`config.mk`:
```
export PLATFORM = sky130hd
export DESIGN_NAME = touch_two_point_calibration_core
export DESIGN_NICKNAME = d
export VERILOG_FILES = /design/src/rtl/ttpc_pkg.sv /design/src/rtl/touch_two_point_calibration_core.sv /design/src/rtl/ttpc_axis.sv
export SDC_FILE = /design/constraint.sdc
export NUM_CORES = 2
export LEC_CHECK = 0
export ABC_AREA = 1
export ABC_CLOCK_PERIOD_IN_PS = 8700
export BUFFER_PORTS_ARGS = -buffer_cell sky130_fd_sc_hd__buf_2
export CAP_MARGIN = 20
export CORE_MARGIN = 3
export CORE_UTILIZATION = 30
export CTS_CLUSTER_DIAMETER = 150
export DETAILED_ROUTE_END_ITERATION = 16
export PLACE_DENSITY_LB_ADDON = 0.2
export SETUP_SLACK_MARGIN = 0.4
export SYNTH_ARGS = -nofsm -noshare
export SYNTH_HDL_FRONTEND = slang
export SYNTH_SLANG_ARGS = --single-unit
```
`constraint.sdc`:
```
create_clock -name clk_i -period 8.7 [get_ports clk_i]
set_clock_uncertainty 0.1 [all_clocks]
set_input_delay 1.74 -clock clk_i [delete_from_list [all_inputs] [get_ports clk_i]]
set_output_delay 1.74 -clock clk_i [all_outputs]
set_load 0.02 [all_outputs]
```
`src/rtl/ttpc_pkg.sv`:
```
// ----------------------------------------------------------------------------
// ttpc_pkg
// Shared types and constants of the two-point touch calibration core.
// ----------------------------------------------------------------------------
package ttpc_pkg;

  localparam int unsigned FieldW       = 16;
  localparam int unsigned RawW         = 12;
  localparam int unsigned ScrW         = 8;
  localparam int unsigned FracBits     = 8;
  localparam int unsigned OffShift     = 7;

  // divider: magnitude of (raw diff << 8) over magnitude of screen diff
  localparam int unsigned QuotW        = RawW + FracBits;
  localparam int unsigned RemW         = ScrW;
  localparam int unsigned BitsPerStage = 4;
  localparam int unsigned DivStages    = QuotW / BitsPerStage;

  localparam int unsigned SumRawW      = RawW + 1;
  localparam int unsigned SumScrW      = ScrW + 1;
  localparam int unsigned ProdW        = FieldW + SumScrW + 1;
  localparam int unsigned AccW         = ProdW + 1;

  // input register, divider stages, step, product, offset
  localparam int unsigned AxisLatency  = DivStages + 4;

  typedef logic [FieldW-1:0] field_t;
  typedef logic [QuotW-1:0]  quot_t;

  localparam field_t RawLimit     = field_t'(16'h1000);
  localparam field_t ScreenXLimit = field_t'(16'h0100);
  localparam field_t ScreenYLimit = field_t'(16'h00c0);
  localparam quot_t  StepMaxMag   = quot_t'(32'h0000_7fff);
  localparam quot_t  StepMinMag   = quot_t'(32'h0000_8000);

  typedef struct packed {
    field_t raw_x_a;
    field_t raw_y_a;
    field_t screen_x_a;
    field_t screen_y_a;
    field_t raw_x_b;
    field_t raw_y_b;
    field_t screen_x_b;
    field_t screen_y_b;
  } in_t;

  typedef struct packed {
    logic               failed;
    logic signed [15:0] slope_x;
    logic signed [15:0] offset_x;
    logic signed [15:0] slope_y;
    logic signed [15:0] offset_y;
  } out_t;

  typedef struct packed {
    logic               ovf;
    logic signed [15:0] slope;
    logic signed [15:0] offset;
  } axis_res_t;

endpackage

```
`src/rtl/touch_two_point_calibration_core.sv`:
```
// ----------------------------------------------------------------------------
// touch_two_point_calibration_core
// Per-axis slope and offset from two touch calibration points.
// ----------------------------------------------------------------------------
// A new point pair is taken in every clock cycle (busy never rises) and its
// result appears on result_o, marked by done_o for one cycle. The pipeline
// is an input register and the slope divider, which resolves four quotient
// bits per stage over five stages, followed by one stage each for the signed
// step, the multiply and the offset.
// Results cannot be held off; the receiver must take each one when it shows.
// ----------------------------------------------------------------------------
module touch_two_point_calibration_core (
  input  logic           clk_i,
  input  logic           rst_ni,
  input  logic           start,
  output logic           busy,
  input  ttpc_pkg::in_t  in_i,
  output logic           done_o,
  output ttpc_pkg::out_t result_o
);

  localparam int unsigned Lat = ttpc_pkg::AxisLatency;

  logic                accept;
  logic                bad_in;
  ttpc_pkg::axis_res_t res_x;
  ttpc_pkg::axis_res_t res_y;

  assign busy   = 1'b0;
  assign accept = start & ~busy;

  always_comb begin
    bad_in = (in_i.raw_x_a >= ttpc_pkg::RawLimit) || (in_i.raw_y_a >= ttpc_pkg::RawLimit)
          || (in_i.raw_x_b >= ttpc_pkg::RawLimit) || (in_i.raw_y_b >= ttpc_pkg::RawLimit)
          || (in_i.screen_x_a >= ttpc_pkg::ScreenXLimit)
          || (in_i.screen_x_b >= ttpc_pkg::ScreenXLimit)
          || (in_i.screen_y_a >= ttpc_pkg::ScreenYLimit)
          || (in_i.screen_y_b >= ttpc_pkg::ScreenYLimit)
          || (in_i.screen_x_a == in_i.screen_x_b) || (in_i.screen_y_a == in_i.screen_y_b)
          || (in_i.raw_x_a == in_i.raw_x_b) || (in_i.raw_y_a == in_i.raw_y_b);
  end

  ttpc_axis u_axis_x (
    .clk_i   (clk_i),
    .raw_a_i (in_i.raw_x_a[ttpc_pkg::RawW-1:0]),
    .raw_b_i (in_i.raw_x_b[ttpc_pkg::RawW-1:0]),
    .scr_a_i (in_i.screen_x_a[ttpc_pkg::ScrW-1:0]),
    .scr_b_i (in_i.screen_x_b[ttpc_pkg::ScrW-1:0]),
    .res_o   (res_x)
  );

  ttpc_axis u_axis_y (
    .clk_i   (clk_i),
    .raw_a_i (in_i.raw_y_a[ttpc_pkg::RawW-1:0]),
    .raw_b_i (in_i.raw_y_b[ttpc_pkg::RawW-1:0]),
    .scr_a_i (in_i.screen_y_a[ttpc_pkg::ScrW-1:0]),
    .scr_b_i (in_i.screen_y_b[ttpc_pkg::ScrW-1:0]),
    .res_o   (res_y)
  );

  // item valid and input rejection travel beside the axis pipelines
  logic vld_q  [Lat];
  logic fail_q [Lat];

  always_ff @(posedge clk_i or negedge rst_ni) begin
    if (!rst_ni) begin
      for (int i = 0; i < Lat; i++) begin
        vld_q[i] <= 1'b0;
      end
    end else begin
      vld_q[0] <= accept;
      for (int i = 1; i < Lat; i++) begin
        vld_q[i] <= vld_q[i-1];
      end
    end
  end

  always_ff @(posedge clk_i) begin
    fail_q[0] <= bad_in;
    for (int i = 1; i < Lat; i++) begin
      fail_q[i] <= fail_q[i-1];
    end
  end

  logic failed;

  assign failed = fail_q[Lat-1] | res_x.ovf | res_y.ovf;
  assign done_o = vld_q[Lat-1];

  always_comb begin
    result_o.failed   = failed;
    result_o.slope_x  = failed ? '0 : res_x.slope;
    result_o.offset_x = failed ? '0 : res_x.offset;
    result_o.slope_y  = failed ? '0 : res_y.slope;
    result_o.offset_y = failed ? '0 : res_y.offset;
  end

  // every result comes from a started item
  a_done_from_start: assert property (@(posedge clk_i) disable iff (!rst_ni)
    done_o |-> $past(start, Lat))
    else $error("result without a started item");

  a_pass_distinct_x: assert property (@(posedge clk_i) disable iff (!rst_ni)
    (done_o && !result_o.failed) |-> $past(in_i.screen_x_a != in_i.screen_x_b, Lat))
    else $error("passed with coinciding screen x");

  a_pass_raw_range: assert property (@(posedge clk_i) disable iff (!rst_ni)
    (done_o && !result_o.failed) |->
      $past((in_i.raw_y_a < ttpc_pkg::RawLimit) && (in_i.raw_y_b < ttpc_pkg::RawLimit), Lat))
    else $error("passed with raw y out of range");

  a_fail_clears_fields: assert property (@(posedge clk_i) disable iff (!rst_ni)
    (done_o && result_o.failed) |-> (result_o.slope_x == '0 && result_o.offset_x == '0
      && result_o.slope_y == '0 && result_o.offset_y == '0))
    else $error("failed result with nonzero fields");

endmodule

```
`src/rtl/ttpc_axis.sv`:
```
// ----------------------------------------------------------------------------
// ttpc_axis
// One calibration axis: pipelined divider for the slope, then multiply and
// subtract for the offset. One item per cycle, no stall.
// ----------------------------------------------------------------------------
module ttpc_axis (
  input  logic                            clk_i,
  input  logic [ttpc_pkg::RawW-1:0]       raw_a_i,
  input  logic [ttpc_pkg::RawW-1:0]       raw_b_i,
  input  logic [ttpc_pkg::ScrW-1:0]       scr_a_i,
  input  logic [ttpc_pkg::ScrW-1:0]       scr_b_i,
  output ttpc_pkg::axis_res_t             res_o
);

  localparam int unsigned QW  = ttpc_pkg::QuotW;
  localparam int unsigned RW  = ttpc_pkg::RemW;
  localparam int unsigned NS  = ttpc_pkg::DivStages;
  localparam int unsigned BPS = ttpc_pkg::BitsPerStage;

  // input stage
  logic signed [ttpc_pkg::RawW:0]        raw_diff;
  logic signed [ttpc_pkg::ScrW:0]        scr_diff;
  logic [ttpc_pkg::RawW-1:0]             raw_mag;
  logic [ttpc_pkg::ScrW-1:0]             scr_mag;

  always_comb begin
    raw_diff = $signed({1'b0, raw_a_i}) - $signed({1'b0, raw_b_i});
    scr_diff = $signed({1'b0, scr_a_i}) - $signed({1'b0, scr_b_i});
    raw_mag  = raw_diff[ttpc_pkg::RawW] ? ttpc_pkg::RawW'(-raw_diff)
                                        : raw_diff[ttpc_pkg::RawW-1:0];
    scr_mag  = scr_diff[ttpc_pkg::ScrW] ? ttpc_pkg::ScrW'(-scr_diff)
                                        : scr_diff[ttpc_pkg::ScrW-1:0];
  end

  // divider pipeline, index 0 is the input register
  logic [RW-1:0]                   rem_q  [NS+1];
  logic [QW-1:0]                   dvd_q  [NS+1];
  logic [QW-1:0]                   quo_q  [NS+1];
  logic [RW-1:0]                   den_q  [NS+1];
  logic                            neg_q  [NS+1];
  logic [ttpc_pkg::SumRawW-1:0]    sraw_q [NS+1];
  logic [ttpc_pkg::SumScrW-1:0]    sscr_q [NS+1];

  always_ff @(posedge clk_i) begin
    rem_q[0]  <= '0;
    dvd_q[0]  <= {raw_mag, {ttpc_pkg::FracBits{1'b0}}};
    quo_q[0]  <= '0;
    den_q[0]  <= scr_mag;
    neg_q[0]  <= raw_diff[ttpc_pkg::RawW] ^ scr_diff[ttpc_pkg::ScrW];
    sraw_q[0] <= {1'b0, raw_a_i} + {1'b0, raw_b_i};
    sscr_q[0] <= {1'b0, scr_a_i} + {1'b0, scr_b_i};
  end

  for (genvar k = 0; k < NS; k++) begin : g_div
    logic [RW-1:0] rem_d;
    logic [QW-1:0] dvd_d;
    logic [QW-1:0] quo_d;

    always_comb begin
      logic [RW:0] trial;
      logic [RW:0] sub;
      rem_d = rem_q[k];
      dvd_d = dvd_q[k];
      quo_d = quo_q[k];
      for (int j = 0; j < BPS; j++) begin
        trial = {rem_d, dvd_d[QW-1]};
        sub   = trial - {1'b0, den_q[k]};
        dvd_d = {dvd_d[QW-2:0], 1'b0};
        if (trial >= {1'b0, den_q[k]}) begin
          rem_d = sub[RW-1:0];
          quo_d = {quo_d[QW-2:0], 1'b1};
        end else begin
          rem_d = trial[RW-1:0];
          quo_d = {quo_d[QW-2:0], 1'b0};
        end
      end
    end

    always_ff @(posedge clk_i) begin
      rem_q[k+1]  <= rem_d;
      dvd_q[k+1]  <= dvd_d;
      quo_q[k+1]  <= quo_d;
      den_q[k+1]  <= den_q[k];
      neg_q[k+1]  <= neg_q[k];
      sraw_q[k+1] <= sraw_q[k];
      sscr_q[k+1] <= sscr_q[k];
    end
  end

  // signed step and range check
  logic [QW-1:0]                   quo;
  logic                            ovf_d;
  logic signed [15:0]              step_d;
  logic signed [15:0]              step_q;
  logic                            ovf_q;
  logic [ttpc_pkg::SumRawW-1:0]    sraw_s_q;
  logic [ttpc_pkg::SumScrW-1:0]    sscr_s_q;

  always_comb begin
    quo    = quo_q[NS];
    ovf_d  = neg_q[NS] ? (quo > ttpc_pkg::StepMinMag) : (quo > ttpc_pkg::StepMaxMag);
    step_d = neg_q[NS] ? 16'(-quo) : quo[15:0];
  end

  always_ff @(posedge clk_i) begin
    step_q   <= step_d;
    ovf_q    <= ovf_d;
    sraw_s_q <= sraw_q[NS];
    sscr_s_q <= sscr_q[NS];
  end

  // step times screen sum
  logic signed [ttpc_pkg::ProdW-1:0] prod_d;
  logic signed [ttpc_pkg::ProdW-1:0] prod_q;
  logic signed [15:0]                step_p_q;
  logic                              ovf_p_q;
  logic [ttpc_pkg::SumRawW-1:0]      sraw_p_q;

  assign prod_d = step_q * $signed({1'b0, sscr_s_q});

  always_ff @(posedge clk_i) begin
    prod_q   <= prod_d;
    step_p_q <= step_q;
    ovf_p_q  <= ovf_q;
    sraw_p_q <= sraw_s_q;
  end

  // offset: floor shift is the arithmetic shift of the two's complement value
  logic signed [ttpc_pkg::AccW-1:0] acc;
  ttpc_pkg::axis_res_t              res_d;
  ttpc_pkg::axis_res_t              res_q;

  always_comb begin
    acc = $signed({{(ttpc_pkg::AccW - ttpc_pkg::SumRawW - ttpc_pkg::FracBits){1'b0}},
                   sraw_p_q, {ttpc_pkg::FracBits{1'b0}}})
        - ttpc_pkg::AccW'(prod_q);
    res_d.ovf    = ovf_p_q;
    res_d.slope  = step_p_q;
    res_d.offset = acc[ttpc_pkg::OffShift +: 16];
  end

  always_ff @(posedge clk_i) begin
    res_q <= res_d;
  end

  assign res_o = res_q;

endmodule
```
==> results.md <==
- The flow ran to the end, and the final reports show no timing, DRC or antenna violations.
- The H-tree generated during clock tree synthesis spans 3 levels.
- The weighted congestion at the end of routability-driven global placement is 0.858.
- The post-synth net total is 7,112.
- The buffer cell driving the clock tree root is clkbuf_16.
- The detailed-router iteration count before antenna repair is 5.
- The cell depth of the worst min-delay path is 0.
- The total wire length after detailed routing is 130,000 um.
- Hold is met by 211 ps.
- After the last flow step, the layout net total stands at 7,300.
- The number of cells on the worst reg-to-reg path is 43.
- The worst-path cell with the longest stage delay is dfxtp_1.
- After clock tree synthesis, the clock-pin slew on the worst setup and hold paths is 60 ps.
- Of the available clock period, the critical path in the final layout requires 86.3%.
- The sequential element share of the synthesized area is 33.4%.
- After global routing the overflow that remains totals 0.
- The worst hold path begins at u_axis_y.sscr_q[5][2]$_DFF_P_.
- The average footprint of a synthesized cell is 8.11 um^2.
- In this run, distinct cell masters in the synthesized netlist total 70.
- The global-route wire length before repair is 207,000 um.
- The min-delay analysis places its worst path in the category flip-flop to flip-flop.
- In this design, the stage delay of the slowest critical-path cell is 490 ps.
- The width of the chip is 416 um.
- The worst-margin pin slew is 909 ps.
- Of all nets on the critical path, the largest fanout is 16.
- In this run the register-to-register setup slack is 1190 ps.
- At the later pin of the worst-skew pair, clock insertion delay measures 710 ps.
- The cell count after synthesis came out at 6,219.
- 198 I/O pins were placed.
- The placed cell count is 8,499.
- In the routed design, unresolved DRC markers number 0.
- The worst-case headroom to the max-slew limit is 39.4%.
- The count of buffers added on input and output ports is 196.
- The finished layout holds 8,676 standard cells, fillers aside.
- Setup violations remaining at the end of the flow were counted as 0.
- The number of pins exceeding their max-slew limit in the final report is 0.
- The die covers 173,000 um^2.
- STA puts the critical path data required time at 9250 ps.
- The initial cell density of the core is 30.4%.
- The area of the mapped netlist is 50,400 um^2.
- The setup TNS is 0 ps.
- For this block, the initial DRC count from the detailed router was 1,794.
- The path with the worst hold slack has its endpoint at u_axis_y.sscr_s_q[2]$_DFF_P_.
- The predominant post-synthesis flop cell is dfxtp_1.
- The flop and latch count out of synthesis is 840.
- STA classifies the critical path startpoint as a flip-flop.
- The minimum clock period is 7510 ps.
- The maximum number of pins on one net before global-route repair is 66.
- The number of antenna violations at the first check in global routing is 9.
- After detailed routing, the number of vias per cell comes to 4.39.
- The repair_antennas step left the layout with diodes totalling 0.
- The category of the critical setup timing path is flip-flop to flip-flop.
- The highest attainable clock frequency is 0.133 GHz.
- The startpoint identified for the worst register-to-register timing path is u_axis_x.den_q[1][1]$_DFF_P_.
- The area of the core is 166,000 um^2.
- Detailed placement ended at an HPWL of 107,000 um.
- Buffers inserted during clock tree synthesis total 95.
- From synthesis to final layout, the design area changed by 13.1%.
- After filler insertion, the fill cell instance count of the layout stands at 17.4k.
- Counting stages on the worst path, the most repeated cell is nand2_1.
- STA classifies the critical path endpoint as a flip-flop.
- The mean routed wirelength per cell is 15.0 um.
- Across all setup checks in the final design, the least slack found is 1190 ps.
- The number of hold violations in the final report came to 0.
- The worst setup slack after placement is 1110 ps.
- Detailed routing inserted a total of 38.1k vias.
- In the final layout, the share of cells above drive strength 1 is 7.77%.
- The number of core rows is 149.
- At the worst endpoint, the arrival time is 8060 ps.
- The count of flip-flops with a built-in enable after synthesis is 0.
- For this run, asynchronously set or reset flops after synthesis account for 1.07%.
- No sink is reached through more buffers than the 3 on the longest clock path.
- Global routing used 15.0% of the available tracks across all layers.
- The yosys synthesis warning count is 0.
- The endpoint identified for the worst register-to-register timing path is u_axis_x.rem_q[2][6]$_DFF_P_.
- From bottom edge to top edge, the die measures 416 um.
- Setup repair after global routing left no endpoint under its margin.
- The clock net in this run drives a total of 840 sinks.
- The tool flagged a number of max-cap violations equal to 0.
- TritonCTS built the clock tree.
- Once detail routing completed, the nets flagged for antenna violations numbered 0.
- The number of global-route vias before repair is 38.6k.
## state kept, by name, indices dropped and copies added, names as in the netlist, 13 cells and up
register and cells:
u_axis_x.rem_q 32, u_axis_y.step_q 16, u_axis_y.sraw_s_q 13, u_axis_y.step_p_q 16
u_axis_x.sscr_q 49, u_axis_y.den_q 40, u_axis_y.sscr_q 49, u_axis_x.sraw_s_q 13
u_axis_y.sraw_p_q 13, u_axis_y.sraw_q 75, u_axis_x.prod_q 23, u_axis_x.res_o 33
u_axis_x.sraw_q 75, u_axis_y.prod_q 23, u_axis_y.rem_q 32, u_axis_y.res_o 33
u_axis_x.den_q 40, u_axis_y.dvd_q 24, u_axis_x.step_q 16, u_axis_x.step_p_q 16
u_axis_x.dvd_q 24, u_axis_x.quo_q 60, u_axis_x.sraw_p_q 13, u_axis_y.quo_q 60
## what timing repair did
item,in CTS,in global routing
endpoints found under the hold margin,0,0
resized for setup,0,2
hold buffers,0,0
endpoints found under the setup margin,0,11
buffers inserted,0,0
## cells in the mapped netlist (15+ instances only)
master,count,share of area [%]
a21oi_1,351,3.5
clkbuf_1,76,0.57
dfxtp_1,831,33
fa_1,254,10
ha_1,508,13
inv_1,1151,8.6
nand2_1,1336,9.9
nand2_2,25,0.31
nand3_1,194,1.9
nand3b_1,18,0.27
nand4_1,62,0.77
nor2_1,344,2.6
nor3_1,76,0.75
nor4_1,34,0.42
o211ai_1,20,0.30
o21ai_0,160,1.6
o21ai_1,56,0.56
o21bai_1,28,0.42
o31ai_1,15,0.22
or2_2,22,0.27
xnor2_1,105,1.8
xor2_1,310,5.4
## critical path, delay by kind of cell, from the launching register on
kind / cells / cell delay [ps]
DFF: 1 / 490
buffers and inverters: 4 / 730
and+or+nand+nor: 28 / 3260
AOI/OAI and AO/OA: 7 / 1430
adders and majority gates: 4 / 1400
## per-layer routing
layer  global-route usage, %  vias to the layer above  share of wire (%)
met5                       0                        -                  0
met2                    28.0                      523                 51
met4                    4.21                        0                2.7
met1                    17.8                    17500                 43
li1                        -                    19800                  -
met3                    2.09                      194                3.0
## worst max path at each step
stage | startpoint | to | slack, ps
after floorplan | u_axis_y.den_q[1][1]$_DFF_P_ | u_axis_y.rem_q[2][1]$_DFF_P_ | 2670
after global placement | u_axis_x.den_q[1][1]$_DFF_P_ | u_axis_x.rem_q[2][7]$_DFF_P_ | 1060
after detailed placement | u_axis_x.den_q[1][1]$_DFF_P_ | u_axis_x.rem_q[2][1]$_DFF_P_ | 1110
after CTS | u_axis_x.den_q[1][1]$_DFF_P_ | u_axis_x.rem_q[2][6]$_DFF_P_ | 1090
after global routing | u_axis_y.den_q[1][1]$_DFF_P_ | u_axis_y.rem_q[2][2]$_DFF_P_ | 430
final | u_axis_x.den_q[1][1]$_DFF_P_ | u_axis_x.rem_q[2][6]$_DFF_P_ | 1190
## through the flow
| stage | cell area (um^2) | util, % |
|---|---|---|
| after floorplan | 50400 | - |
| after global placement | 53700 | 32.3 |
| after detailed placement | 53700 | 32.3 |
| after CTS | 57100 | 34.4 |
| after global routing | 57100 | 34.4 |
| final | 57100 | 34.4 |
## layout make-up
cell class / count / area [um^2] / share of cell area (%)
clock buffer: 114 / 2540 / 4.45
clock inverter: 63 / 860 / 1.51
inverter: 1175 / 4430 / 7.76
multi-input combinational: 4092 / 28600 / 50.1
sequential: 840 / 16900 / 29.5
tap: 2189 / 2740 / 4.80
timing repair buffer: 203 / 1030 / 1.81
## placed cells by master, fill, tap and decap left out, types with 9 or more instances in the layout
cell type / netlist / routed
xor2_1: 310 / 310
a21boi_0: 9 / 9
o211ai_1: 20 / 20
bufinv_16: 0 / 13
clkbuf_16: 0 / 95
o21a_1: 9 / 9
nand4_1: 62 / 62
dfrtp_1: 9 / 9
o31ai_1: 15 / 15
inv_6: 1 / 11
dfxtp_1: 831 / 831
a211oi_1: 13 / 13
buf_2: 10 / 196
nor2_4: 13 / 13
a21oi_1: 351 / 351
o21bai_1: 28 / 28
fa_1: 254 / 254
nand3_2: 13 / 13
inv_2: 13 / 13
clkinv_2: 0 / 19
o21ai_2: 9 / 9
nand3_1: 194 / 194
clkbuf_8: 0 / 9
nor3_1: 76 / 76
a31oi_1: 13 / 13
or2_2: 22 / 22
nand3b_1: 18 / 18
o21ai_1: 56 / 58
xnor2_1: 105 / 105
nor2_1: 344 / 344
o21ai_0: 160 / 158
inv_1: 1151 / 1151
nand2_1: 1336 / 1336
ha_1: 508 / 508
nor4_1: 34 / 34
a21o_1: 9 / 9
nand2_2: 25 / 25
clkbuf_1: 76 / 10
## logic make-up after synthesis
kind of cell	synth area share, %
and+or+nand+nor	18.5
DFF	33.4
AOI/OAI and AO/OA	8.32
buffers and inverters	9.87
xor gates and xnor gates	7.21
adders and majority gates	22.7
other	0.00743
Power is not shown: default switching activity piles up to over one toggle a cycle in this logic, so the estimate is an artifact.
